**config.mk**
```make
export PLATFORM = sky130hd
export DESIGN_NAME = tof_back_posture_classifier_core_flat
export DESIGN_NICKNAME = d
export VERILOG_FILES = /design/src/sv/tbpc_pkg.sv /design/src/sv/tbpc_if.sv /design/src/sv/tbpc_divider.sv /design/src/sv/tbpc_row_lane.sv /design/src/sv/tbpc_merge.sv /design/src/sv/tof_back_posture_classifier_core.sv /design/src/flat_wrapper.sv
export SDC_FILE = /design/constraint.sdc
export NUM_CORES = 2
export LEC_CHECK = 0
export BUFFER_PORTS_ARGS = -buffer_cell sky130_fd_sc_hd__buf_2
export CAP_MARGIN = 40
export CORE_UTILIZATION = 68
export CTS_CLUSTER_DIAMETER = 150
export CTS_CLUSTER_SIZE = 28
export DETAILED_ROUTE_END_ITERATION = 8
export HOLD_SLACK_MARGIN = 0.05
export PLACE_DENSITY = 0.88
export SKIP_LAST_GASP = 1
export SYNTH_ARGS = -nofsm -noshare
export SYNTH_HDL_FRONTEND = slang
export SYNTH_SLANG_ARGS = --single-unit
```
**constraint.sdc**
```tcl
create_clock -name clk -period 20.2 [get_ports clk]
set_input_delay 2.02 -clock clk [delete_from_list [all_inputs] [get_ports clk]]
set_output_delay 2.02 -clock clk [all_outputs]
set_load 0.005 [all_outputs]
```
**src/sv/tbpc_pkg.sv**
```systemverilog
// Package for the back posture classifier: widths, codes, level/twist encodings.
// No dependencies.
package tbpc_pkg;
	localparam int DIST_BITS  = 12;
	localparam int COUNT_BITS = 16;
	localparam int FRAC_BITS  = 4;
	localparam int NSENS      = 6;
	localparam int SUM_BITS   = 28;
	localparam int BASE_BITS  = 16;
	localparam int CFG_BITS   = 10;
	localparam int CIDX_BITS  = 3;
	// signed delta: dist<<F minus baseline
	localparam int DW         = DIST_BITS + FRAC_BITS + 2;
	localparam int NUM_BITS   = SUM_BITS + FRAC_BITS;
	localparam int PRESENCE_MAX = 500;

	typedef enum logic [1:0] {
		OP_CLEAR = 2'd0, OP_CAL = 2'd1, OP_FINAL = 2'd2, OP_CLASSIFY = 2'd3
	} op_t;

	typedef enum logic [2:0] {
		CFG_UC_EPS = 3'd0, CFG_LC_EPS = 3'd1, CFG_U_SL = 3'd2, CFG_L_SL = 3'd3,
		CFG_U_MD = 3'd4, CFG_L_MD = 3'd5, CFG_ASYM = 3'd6, CFG_TILT = 3'd7
	} cfg_idx_t;

	localparam logic [2:0] LVL_UNKNOWN = 3'd0;
	localparam logic [2:0] LVL_CONTACT = 3'd1;
	localparam logic [2:0] LVL_SLIGHT  = 3'd2;
	localparam logic [2:0] LVL_MEDIUM  = 3'd3;
	localparam logic [2:0] LVL_FAR     = 3'd4;
	localparam logic [1:0] TW_NONE  = 2'd0;
	localparam logic [1:0] TW_LEFT  = 2'd1;
	localparam logic [1:0] TW_RIGHT = 2'd2;

	typedef struct packed {
		logic [1:0]  operation;
		logic [5:0]  valid_mask;
		logic [DIST_BITS-1:0] dist_0, dist_1, dist_2, dist_3, dist_4, dist_5;
	} in_item_t;

	typedef struct packed {
		logic       tags_valid, back_in_range, torso_forward, torso_backward;
		logic       contact_all, neutral;
		logic [2:0] upper_level, middle_level, lower_level;
		logic [1:0] upper_twist, middle_twist, lower_twist;
	} out_item_t;

	// thresholds seen by one row lane
	typedef struct packed {
		logic [CFG_BITS-1:0] eps, sl, md, asym;
	} row_cfg_t;

	typedef struct packed {
		logic [2:0] lvl;
		logic [1:0] tw;
		logic       known;
		logic       asym;
	} row_res_t;
endpackage

```
**src/sv/tbpc_if.sv**
```systemverilog
// Valid/ready channel interfaces for input, output and configuration.
// Depends on tbpc_pkg.
interface tbpc_in_if import tbpc_pkg::*; ();
	logic     valid, ready;
	in_item_t data;
	modport source (output valid, data, input ready);
	modport sink (input valid, data, output ready);
endinterface

interface tbpc_out_if import tbpc_pkg::*; ();
	logic      valid, ready;
	out_item_t data;
	modport source (output valid, data, input ready);
	modport sink (input valid, data, output ready);
endinterface

interface tbpc_cfg_if import tbpc_pkg::*; ();
	logic                 valid, ready;
	logic [CIDX_BITS-1:0] index;
	logic [CFG_BITS-1:0]  wdata;
	modport source (output valid, index, wdata, input ready);
	modport sink (input valid, index, wdata, output ready);
endinterface

```
**src/sv/tbpc_divider.sv**
```systemverilog
// Restoring serial divider: one quotient bit per cycle for the baseline mean.
// Depends on tbpc_pkg.
module tbpc_divider import tbpc_pkg::*; (
	input  logic                  clk,
	input  logic                  arst_n,
	input  logic                  start,
	input  logic [NUM_BITS-1:0]   num,
	input  logic [COUNT_BITS-1:0] den,
	output logic                  busy,
	output logic [BASE_BITS-1:0]  quot
);
	localparam int CB = $clog2(NUM_BITS + 1);
	logic [NUM_BITS-1:0]   q_q;
	logic [COUNT_BITS:0]   rem_q;
	logic [COUNT_BITS-1:0] den_q;
	logic [CB-1:0]         cnt_q;
	logic [COUNT_BITS+1:0] trial;

	assign trial = {rem_q, q_q[NUM_BITS-1]} - {2'b00, den_q};
	assign busy  = cnt_q != '0;
	assign quot  = q_q[BASE_BITS-1:0];

	always_ff @(posedge clk or negedge arst_n) begin
		if (!arst_n) begin
			cnt_q <= '0;
		end else if (start) begin
			cnt_q <= CB'(NUM_BITS);
		end else if (busy) begin
			cnt_q <= cnt_q - 1'b1;
		end
	end

	always_ff @(posedge clk) begin
		if (start) begin
			q_q   <= num;
			rem_q <= '0;
			den_q <= den;
		end else if (busy) begin
			if (!trial[COUNT_BITS+1]) begin
				rem_q <= trial[COUNT_BITS:0];
				q_q   <= {q_q[NUM_BITS-2:0], 1'b1};
			end else begin
				rem_q <= {rem_q[COUNT_BITS-1:0], q_q[NUM_BITS-1]};
				q_q   <= {q_q[NUM_BITS-2:0], 1'b0};
			end
		end
	end
endmodule

```
**src/sv/tbpc_row_lane.sv**
```systemverilog
// One row lane: level from the summed pair delta and left/right twist.
// Depends on tbpc_pkg.
module tbpc_row_lane import tbpc_pkg::*; (
	input  logic                 hl,
	input  logic                 hr,
	input  logic signed [DW-1:0] dl,
	input  logic signed [DW-1:0] dr,
	input  row_cfg_t             cfg,
	output row_res_t             res
);
	logic signed [DW:0]   m2, diff, ad;
	logic signed [DW+1:0] te, ts, tm, ta;

	always_comb begin
		if (hl && hr) m2 = (DW+1)'(dl) + (DW+1)'(dr);
		else if (hl)  m2 = (DW+1)'(dl) <<< 1;
		else          m2 = (DW+1)'(dr) <<< 1;
		diff = (DW+1)'(dl) - (DW+1)'(dr);
		ad   = diff[DW] ? -diff : diff;
		te = (DW+2)'({1'b0, cfg.eps}) <<< (FRAC_BITS + 1);
		ts = (DW+2)'({1'b0, cfg.sl}) <<< (FRAC_BITS + 1);
		tm = (DW+2)'({1'b0, cfg.md}) <<< (FRAC_BITS + 1);
		ta = (DW+2)'({1'b0, cfg.asym}) <<< FRAC_BITS;
		res.known = hl || hr;
		res.asym  = 1'b0;
		res.tw    = TW_NONE;
		if (!res.known)                res.lvl = LVL_UNKNOWN;
		else if ((DW+2)'(m2) <= te)    res.lvl = LVL_CONTACT;
		else if ((DW+2)'(m2) <= ts)    res.lvl = LVL_SLIGHT;
		else if ((DW+2)'(m2) <= tm)    res.lvl = LVL_MEDIUM;
		else                           res.lvl = LVL_FAR;
		if (hl && hr && (DW+2)'(ad) >= ta) begin
			res.asym = 1'b1;
			res.tw   = (diff > 0) ? TW_RIGHT : TW_LEFT;
		end
	end
endmodule

```
**src/sv/tbpc_merge.sv**
```systemverilog
// Merging stage: presence and tilt from the frame, contact_all and neutral from the three lanes.
// Depends on tbpc_pkg.
module tbpc_merge import tbpc_pkg::*; (
	input  logic [5:0]                 mask,
	input  logic [NSENS*DIST_BITS-1:0] dists,
	input  logic signed [DW+2:0]       dsum,
	input  logic [CFG_BITS-1:0]        tilt_mm,
	input  row_res_t                   rr [3],
	output out_item_t                  res
);
	logic [2:0]            present, nvalid;
	logic                  in_range, any_known, any_asym;
	logic signed [DW+2:0]  tilt;
	logic [2:0]            minr, maxr;
	logic [DIST_BITS-1:0]  d;

	always_comb begin
		present = '0;
		nvalid  = '0;
		for (int i = 0; i < NSENS; i++) begin
			d = dists[i*DIST_BITS +: DIST_BITS];
			if (mask[i]) begin
				nvalid = nvalid + 3'd1;
				if (d != '0 && 32'(d) < PRESENCE_MAX) present = present + 3'd1;
			end
		end
		in_range = present >= 3'd2;
		tilt = ((DW+3)'(tilt_mm) << FRAC_BITS) * (DW+3)'(nvalid);
		minr = LVL_FAR;
		maxr = LVL_UNKNOWN;
		any_known = 1'b0;
		any_asym  = 1'b0;
		for (int r = 0; r < 3; r++) begin
			if (rr[r].known) begin
				any_known = 1'b1;
				if (rr[r].lvl < minr) minr = rr[r].lvl;
				if (rr[r].lvl > maxr) maxr = rr[r].lvl;
			end
			any_asym = any_asym | rr[r].asym;
		end
		res = '0;
		res.tags_valid     = 1'b1;
		res.back_in_range  = in_range;
		res.torso_forward  = in_range && nvalid != '0 && dsum > tilt;
		res.torso_backward = in_range && nvalid != '0 && dsum < -tilt;
		res.contact_all    = rr[0].lvl == LVL_CONTACT && rr[1].lvl == LVL_CONTACT
			&& rr[2].lvl == LVL_CONTACT;
		res.neutral = in_range && any_known && !any_asym && (maxr - minr) <= 3'd1;
		res.upper_level  = rr[0].lvl;
		res.middle_level = rr[1].lvl;
		res.lower_level  = rr[2].lvl;
		res.upper_twist  = rr[0].tw;
		res.middle_twist = rr[1].tw;
		res.lower_twist  = rr[2].tw;
	end
endmodule

```
**src/sv/tof_back_posture_classifier_core.sv**
```systemverilog
// Channel  | dir  | payload
// inp      | in   | operation, valid_mask, dist_0..dist_5
// outp     | out  | twelve tag fields, one request per classify
// cfg      | in   | index (3b), wdata (10b)
// Classify: accepted, result registered next cycle; three row lanes and a merge are combinational.
// Calibrate: up to 6 serial divisions (one per sensor with samples) through one shared divider.
// Clear/finalize take effect when accepted. A pending result blocks further input until taken.
// Reset clears state, counts, sums and baseline; thresholds return to defaults.
// Depends on tbpc_pkg, tbpc_if, tbpc_divider, tbpc_row_lane, tbpc_merge.
module tof_back_posture_classifier_core import tbpc_pkg::*; (
	input logic         clk,
	input logic         arst_n,
	tbpc_in_if.sink     inp,
	tbpc_out_if.source  outp,
	tbpc_cfg_if.sink    cfg
);
	typedef enum logic [1:0] {S_IDLE, S_START, S_WAIT, S_OUT} state_t;
	state_t state_q;
	logic [SUM_BITS-1:0]   sum_q   [NSENS];
	logic [COUNT_BITS-1:0] cnt_q   [NSENS];
	logic [BASE_BITS-1:0]  base_q  [NSENS];
	logic                  armed_q;
	logic [2:0]            sidx_q;
	logic [CFG_BITS-1:0]   creg_q  [8];
	out_item_t             res_q;
	logic                  div_start, div_busy;
	logic [BASE_BITS-1:0]  div_quot;
	logic [NUM_BITS-1:0]   div_num;
	logic [DIST_BITS-1:0]  sdist  [NSENS];
	logic signed [DW-1:0]  delta  [NSENS];
	logic signed [DW+2:0]  dsum;
	row_res_t              rr     [3];
	row_cfg_t              rcfg   [3];
	out_item_t             mres;
	logic                  acc;

	assign sdist[0] = inp.data.dist_0;
	assign sdist[1] = inp.data.dist_1;
	assign sdist[2] = inp.data.dist_2;
	assign sdist[3] = inp.data.dist_3;
	assign sdist[4] = inp.data.dist_4;
	assign sdist[5] = inp.data.dist_5;

	assign inp.ready  = state_q == S_IDLE;
	assign cfg.ready  = 1'b1;
	assign outp.valid = state_q == S_OUT;
	assign outp.data  = res_q;
	assign acc = inp.valid && inp.ready;

	always_comb begin
		dsum = '0;
		for (int i = 0; i < NSENS; i++) begin
			delta[i] = DW'({2'b00, sdist[i], FRAC_BITS'(0)}) - DW'({2'b00, base_q[i]});
			if (inp.data.valid_mask[i]) dsum = dsum + (DW+3)'(delta[i]);
		end
	end

	assign rcfg[0] = {creg_q[CFG_UC_EPS], creg_q[CFG_U_SL], creg_q[CFG_U_MD], creg_q[CFG_ASYM]};
	assign rcfg[1] = rcfg[0];
	assign rcfg[2] = {creg_q[CFG_LC_EPS], creg_q[CFG_L_SL], creg_q[CFG_L_MD], creg_q[CFG_ASYM]};

	tbpc_row_lane u_upper (.hl(inp.data.valid_mask[0]), .hr(inp.data.valid_mask[3]),
		.dl(delta[0]), .dr(delta[3]), .cfg(rcfg[0]), .res(rr[0]));
	tbpc_row_lane u_middle (.hl(inp.data.valid_mask[2]), .hr(inp.data.valid_mask[5]),
		.dl(delta[2]), .dr(delta[5]), .cfg(rcfg[1]), .res(rr[1]));
	tbpc_row_lane u_lower (.hl(inp.data.valid_mask[1]), .hr(inp.data.valid_mask[4]),
		.dl(delta[1]), .dr(delta[4]), .cfg(rcfg[2]), .res(rr[2]));

	tbpc_merge u_merge (.mask(inp.data.valid_mask),
		.dists({sdist[5], sdist[4], sdist[3], sdist[2], sdist[1], sdist[0]}),
		.dsum(dsum), .tilt_mm(creg_q[CFG_TILT]), .rr(rr), .res(mres));

	assign div_start = state_q == S_START && cnt_q[sidx_q] != '0;
	assign div_num = {sum_q[sidx_q], FRAC_BITS'(0)} + NUM_BITS'(cnt_q[sidx_q] >> 1);

	tbpc_divider u_div (.clk(clk), .arst_n(arst_n), .start(div_start), .num(div_num),
		.den(cnt_q[sidx_q]), .busy(div_busy), .quot(div_quot));

	always_ff @(posedge clk or negedge arst_n) begin
		if (!arst_n) begin
			state_q <= S_IDLE;
			armed_q <= 1'b0;
			sidx_q  <= '0;
			res_q   <= '0;
			for (int i = 0; i < NSENS; i++) begin
				sum_q[i] <= '0; cnt_q[i] <= '0; base_q[i] <= '0;
			end
			creg_q[CFG_UC_EPS] <= 10'd20;  creg_q[CFG_LC_EPS] <= 10'd30;
			creg_q[CFG_U_SL]   <= 10'd60;  creg_q[CFG_L_SL]   <= 10'd70;
			creg_q[CFG_U_MD]   <= 10'd120; creg_q[CFG_L_MD]   <= 10'd130;
			creg_q[CFG_ASYM]   <= 10'd15;  creg_q[CFG_TILT]   <= 10'd30;
		end else begin
			if (cfg.valid) creg_q[cfg.index] <= cfg.wdata;
			case (state_q)
				S_IDLE: begin
					if (acc) begin
						case (op_t'(inp.data.operation))
							OP_CLEAR: begin
								armed_q <= 1'b0;
								for (int i = 0; i < NSENS; i++) begin
									sum_q[i] <= '0; cnt_q[i] <= '0; base_q[i] <= '0;
								end
							end
							OP_CAL: begin
								for (int i = 0; i < NSENS; i++)
									if (inp.data.valid_mask[i] && cnt_q[i] != '1) begin
										sum_q[i] <= sum_q[i] + SUM_BITS'(sdist[i]);
										cnt_q[i] <= cnt_q[i] + 1'b1;
									end
								sidx_q  <= '0;
								state_q <= S_START;
							end
							OP_FINAL: armed_q <= 1'b1;
							OP_CLASSIFY: begin
								res_q   <= armed_q ? mres : '0;
								state_q <= S_OUT;
							end
							default: ;
						endcase
					end
				end
				S_START: begin
					if (cnt_q[sidx_q] == '0) begin
						base_q[sidx_q] <= '0;
						if (sidx_q == 3'(NSENS-1)) state_q <= S_IDLE;
						else sidx_q <= sidx_q + 1'b1;
					end else begin
						state_q <= S_WAIT;
					end
				end
				S_WAIT: begin
					if (!div_busy) begin
						base_q[sidx_q] <= div_quot;
						if (sidx_q == 3'(NSENS-1)) state_q <= S_IDLE;
						else begin
							sidx_q  <= sidx_q + 1'b1;
							state_q <= S_START;
						end
					end
				end
				S_OUT: if (outp.ready) state_q <= S_IDLE;
				default: state_q <= S_IDLE;
			endcase
		end
	end

	a_no_accept_busy: assert property (@(posedge clk) disable iff (!arst_n)
		state_q != S_IDLE |-> !acc) else $error("accepted while busy");
	a_unarmed_zero: assert property (@(posedge clk) disable iff (!arst_n)
		outp.valid && !res_q.tags_valid |-> res_q == '0) else $error("unarmed result not zero");
	a_div_only_cal: assert property (@(posedge clk) disable iff (!arst_n)
		div_busy |-> state_q == S_WAIT) else $error("divider busy outside calibrate");
	a_tilt_excl: assert property (@(posedge clk) disable iff (!arst_n)
		outp.valid |-> !(res_q.torso_forward && res_q.torso_backward))
		else $error("both tilts");
endmodule

```
**src/flat_wrapper.sv**
```systemverilog
// flat-port wrapper written by rule: the top's interface ports become plain ports
module tof_back_posture_classifier_core_flat import tbpc_pkg::*;
  (clk, arst_n, inp_valid, inp_data, inp_ready, outp_valid, outp_data, outp_ready, cfg_valid, cfg_index, cfg_wdata, cfg_ready);
  tbpc_in_if inp_i ();
  tbpc_out_if outp_i ();
  tbpc_cfg_if cfg_i ();
  input logic clk;
  input logic arst_n;
  input wire logic [$bits(inp_i.valid)-1:0] inp_valid;
  input wire logic [$bits(inp_i.data)-1:0] inp_data;
  output wire logic [$bits(inp_i.ready)-1:0] inp_ready;
  output wire logic [$bits(outp_i.valid)-1:0] outp_valid;
  output wire logic [$bits(outp_i.data)-1:0] outp_data;
  input wire logic [$bits(outp_i.ready)-1:0] outp_ready;
  input wire logic [$bits(cfg_i.valid)-1:0] cfg_valid;
  input wire logic [$bits(cfg_i.index)-1:0] cfg_index;
  input wire logic [$bits(cfg_i.wdata)-1:0] cfg_wdata;
  output wire logic [$bits(cfg_i.ready)-1:0] cfg_ready;
  assign inp_i.valid = inp_valid;
  assign inp_i.data = inp_data;
  assign inp_ready = inp_i.ready;
  assign outp_valid = outp_i.valid;
  assign outp_data = outp_i.data;
  assign outp_i.ready = outp_ready;
  assign cfg_i.valid = cfg_valid;
  assign cfg_i.index = cfg_index;
  assign cfg_i.wdata = cfg_wdata;
  assign cfg_ready = cfg_i.ready;
  tof_back_posture_classifier_core u_core (.clk(clk), .arst_n(arst_n), .inp(inp_i), .outp(outp_i), .cfg(cfg_i));
endmodule
```
==> flow_summary.ini <==
[place]
place_area_mm2 = 0.05333
post-place-ws_ns = 7.700
dp_cells = 7161
routabilityCongestion = 1.049
port-buffer-count = 120
hpwl_um = 136800

[timing]
layout_min_cycle_time_ns = 12.02
holdWs_ns = 0.4774
hold_viol = 0
worstMarginPinSlew_ns = 0.9786
fin_ws_ns = 8.180
fin_crit_sh_pct = 59.50
fin_skew_ns = 0.06116
finalSetupViolations = 0
slew_violations = 0
finalSetupTns_ns = 0
fmax_mhz = 83.20
relSlewSlack_pct = 34.72
grt_setup_unrepaired = no

[detailed_routing]
drt_iter0_drc = 5367
avgRoutedWirePerCell_um = 24.20
antenna_left = 0
dr.pass1.iters = 6
dr_total_vias = 48735
routed_wl_um = 174500
viasPerCell = 6.758
post-route-drc-count = 0

[logic_synthesis]
synthMuxAreaShare_pct = 3.745
synth-main-ff-cell = dfrtp_1
ys_seq_elements = 538
synth_compound_area_share_pct = 22.29
synth_area_per_cell_um2 = 8.313
syn-num-nets = 6885
yosysUniqueCellTypes = 116
synthSimpleGateAreaFrac_pct = 18.33
synth-xor-area-share_pct = 8.954
synth.cell_area_mm2 = 0.05145
synth_cells = 6189
yosysTopAreaCell = dfrtp_1
synth_edf_count = 48
netlist.area_leader.share_pct = 21.69
synth.most_common_cell = nand2_1
synth_area_leaders = dfrtp_1 (22%), ha_1 (14%), xnor2_1 (5.8%), nand2_1 (4.3%), o21ai_0 (4.2%)
ys_seq_area_share_pct = 26.54
async_flop_share_pct = 87.92
yosysWarnings = 0
ys_top_cells_by_count = nand2_1 (593), ha_1 (569), nor2_1 (461), inv_1 (454), dfrtp_1 (446)
synth_top_family_by_area = compound AO/OA/AOI/OAI gates
synth_fa_ha_area_share_pct = 15.03

[power]
p_sw_mw = 3.776
power_frac_clock_pct = 8.4
internal_power_mw = 3.634
pwr-share-seq_pct = 19.3
switching_share_pct = 50.96
combinationalPowerShare_pct = 72.4
p_leak_nw = 24.34
finalPower_mw = 7.410
p_per_area_mw_per_mm2 = 136.9
vdd_drop_max_mv = 0.1147

[layout]
regArea_mm2 = 0.01365
fillers = 5801
multi_input_area_mm2 = 0.03521
final_util_pct = 72.45
syn_to_final_growth_pct = 5.185
stdcell_count = 7211
drive_gt1_share_pct = 7.965
finalInstanceArea_mm2 = 0.05412
fin_nets = 6918

[grt]
grt_max_degree = 185
grt_util_all_layers_pct = 44.60
grt.overflow.total = 0
grt_pass1_vias = 46474
grt_pass1_wl_um = 266600
antenna_found_initial = 7

[clock_tree]
postCtsResizedCells = 0
cts_buffers = 24
post_cts.repair.setup_buffers = 0
cts_root_buf = clkbuf_16
cts_buffer_depth = 3
clock-sinks = 538
cts_tree = yes
clk_pin_slew_worst_paths_ns = 0.11
clk_latency_ns = 0.66
ctsHoldBuffers = 0
cts_htree_levels = 1

[status]
outcome = complete, no violations

[critical_path]
slowest_delay_ns = 0.74
critPathLaunch = inp_data[72]
start_kind = input port
required_ns = 20.75
r2r_slack_ns = 9.03
worstReg2RegEnd = u_core.outp.data[17]
reg2reg_from = u_core.base_q[64]
reg2reg_depth = 45
cp_max_fo = 53
endpoint = u_core.outp.data[17]
end_kind = flop
crit_slowest_cell = a2111oi_0
cp.arrival_ns = 12.57
critPathKind = input port to flop

[die]
core-area_mm2 = 0.07470
fp.dieArea_mm2 = 0.07676
placementRows = 100
die_h_um = 277.1
die_w_um = 277.1
start_util_pct = 68.88
io_pins = 122

[flow_run]
maxCapViolations = 0

[worst_hold_path]
min_path_type = flop to flop
-- layer usage --
| metal | wire length [µm] | part of all wire, % | global-route usage [%] | vias up |
|---|---|---|---|---|
| met5 | 72 | 0.041 | 0 | - |
| met4 | 18760 | 11 | 38.11 | 10 |
| met3 | 17460 | 10 | 9.955 | 784 |
| met2 | 75270 | 43 | 69.73 | 2647 |
| met1 | 62950 | 36 | 52.09 | 23004 |
| li1 | - | - | - | 22290 |
-- worst min-delay path by stage --
stage                          from                    to  cells after the start
2_1_floorplan     u_core.base_q[36]     u_core.base_q[36]                      2
3_3_place_gp   u_core.outp.data[20]  u_core.outp.data[20]                      2
3_5_place_dp    u_core.outp.data[7]   u_core.outp.data[7]                      2
4_1_cts         u_core.outp.data[0]   u_core.outp.data[0]                      2
5_1_grt        u_core.outp.data[20]  u_core.outp.data[20]                      2
6_report        u_core.outp.data[0]   u_core.outp.data[0]                      2
-- power groups by stage --
stage	sequential, mW	clock [mW]	combinational (mW)
floorplan	1.37	0	3.88
global route	1.44	0.650	5.85
CTS	1.42	0.620	5.23
global placement	1.43	0	5.02
finish	1.43	0.620	5.36
detailed placement	1.44	0	5.19
-- state kept, by name (all words and copies together), names as in the netlist --
register,flops
u_core.u_div.den_q,16
u_core.sidx_q,3
u_core.state_q,2
u_core.creg_q,80
u_core.base_q,96
u_core.sum_q,168
u_core.u_div.q_q,32
u_core.armed_q,1
u_core.cnt_q,96
u_core.outp.data,21
u_core.u_div.rem_q,17
u_core.u_div.cnt_q,6
-- final cells by class --
type                    count  share of cell area [%]
diodes                      2                0.009248
clock buffers              40                   1.221
clock inverters             4                  0.1711
inverters                 458                   3.177
multi-input cells        4964                   65.07
flip-flops and latches    538                   25.23
well taps                 969                   2.240
repair buffers            236                   2.881
-- worst max-delay path: cells and delay by family --
kind	cells	cell delay, ns
muxes	1	0.30
adders and majority gates	9	2.60
xor gates and xnor gates	5	0.76
and+or+nand+nor	13	1.89
buffers and inverters	4	1.02
AOI/OAI and AO/OA	16	3.97
-- layout by cell type (no fill, tap or decap), types with 125 or more instances in the layout --
| cell type | netlist | layout |
|---|---|---|
| a21oi_1 | 378 | 378 |
| inv_1 | 454 | 454 |
| ha_1 | 569 | 568 |
| nand3_1 | 149 | 149 |
| xor2_1 | 176 | 176 |
| nor2_1 | 461 | 461 |
| xnor2_1 | 338 | 337 |
| buf_2 | 28 | 125 |
| o21ai_0 | 433 | 431 |
| dfrtp_1 | 446 | 445 |
| nand2_1 | 593 | 592 |
-- logic make-up (layout without fill, tap and decap cells) --
group                      after synthesis  count (layout)
and+or+nand+nor                       1938            1938
AOI/OAI and AO/OA                     1730            1730
buffers and inverters                  687             738
adders and majority gates              601             601
DFF                                    538             538
xor gates and xnor gates               519             519
muxes                                  175             175
other                                    1               3
(Power assumes the default switching activity.)
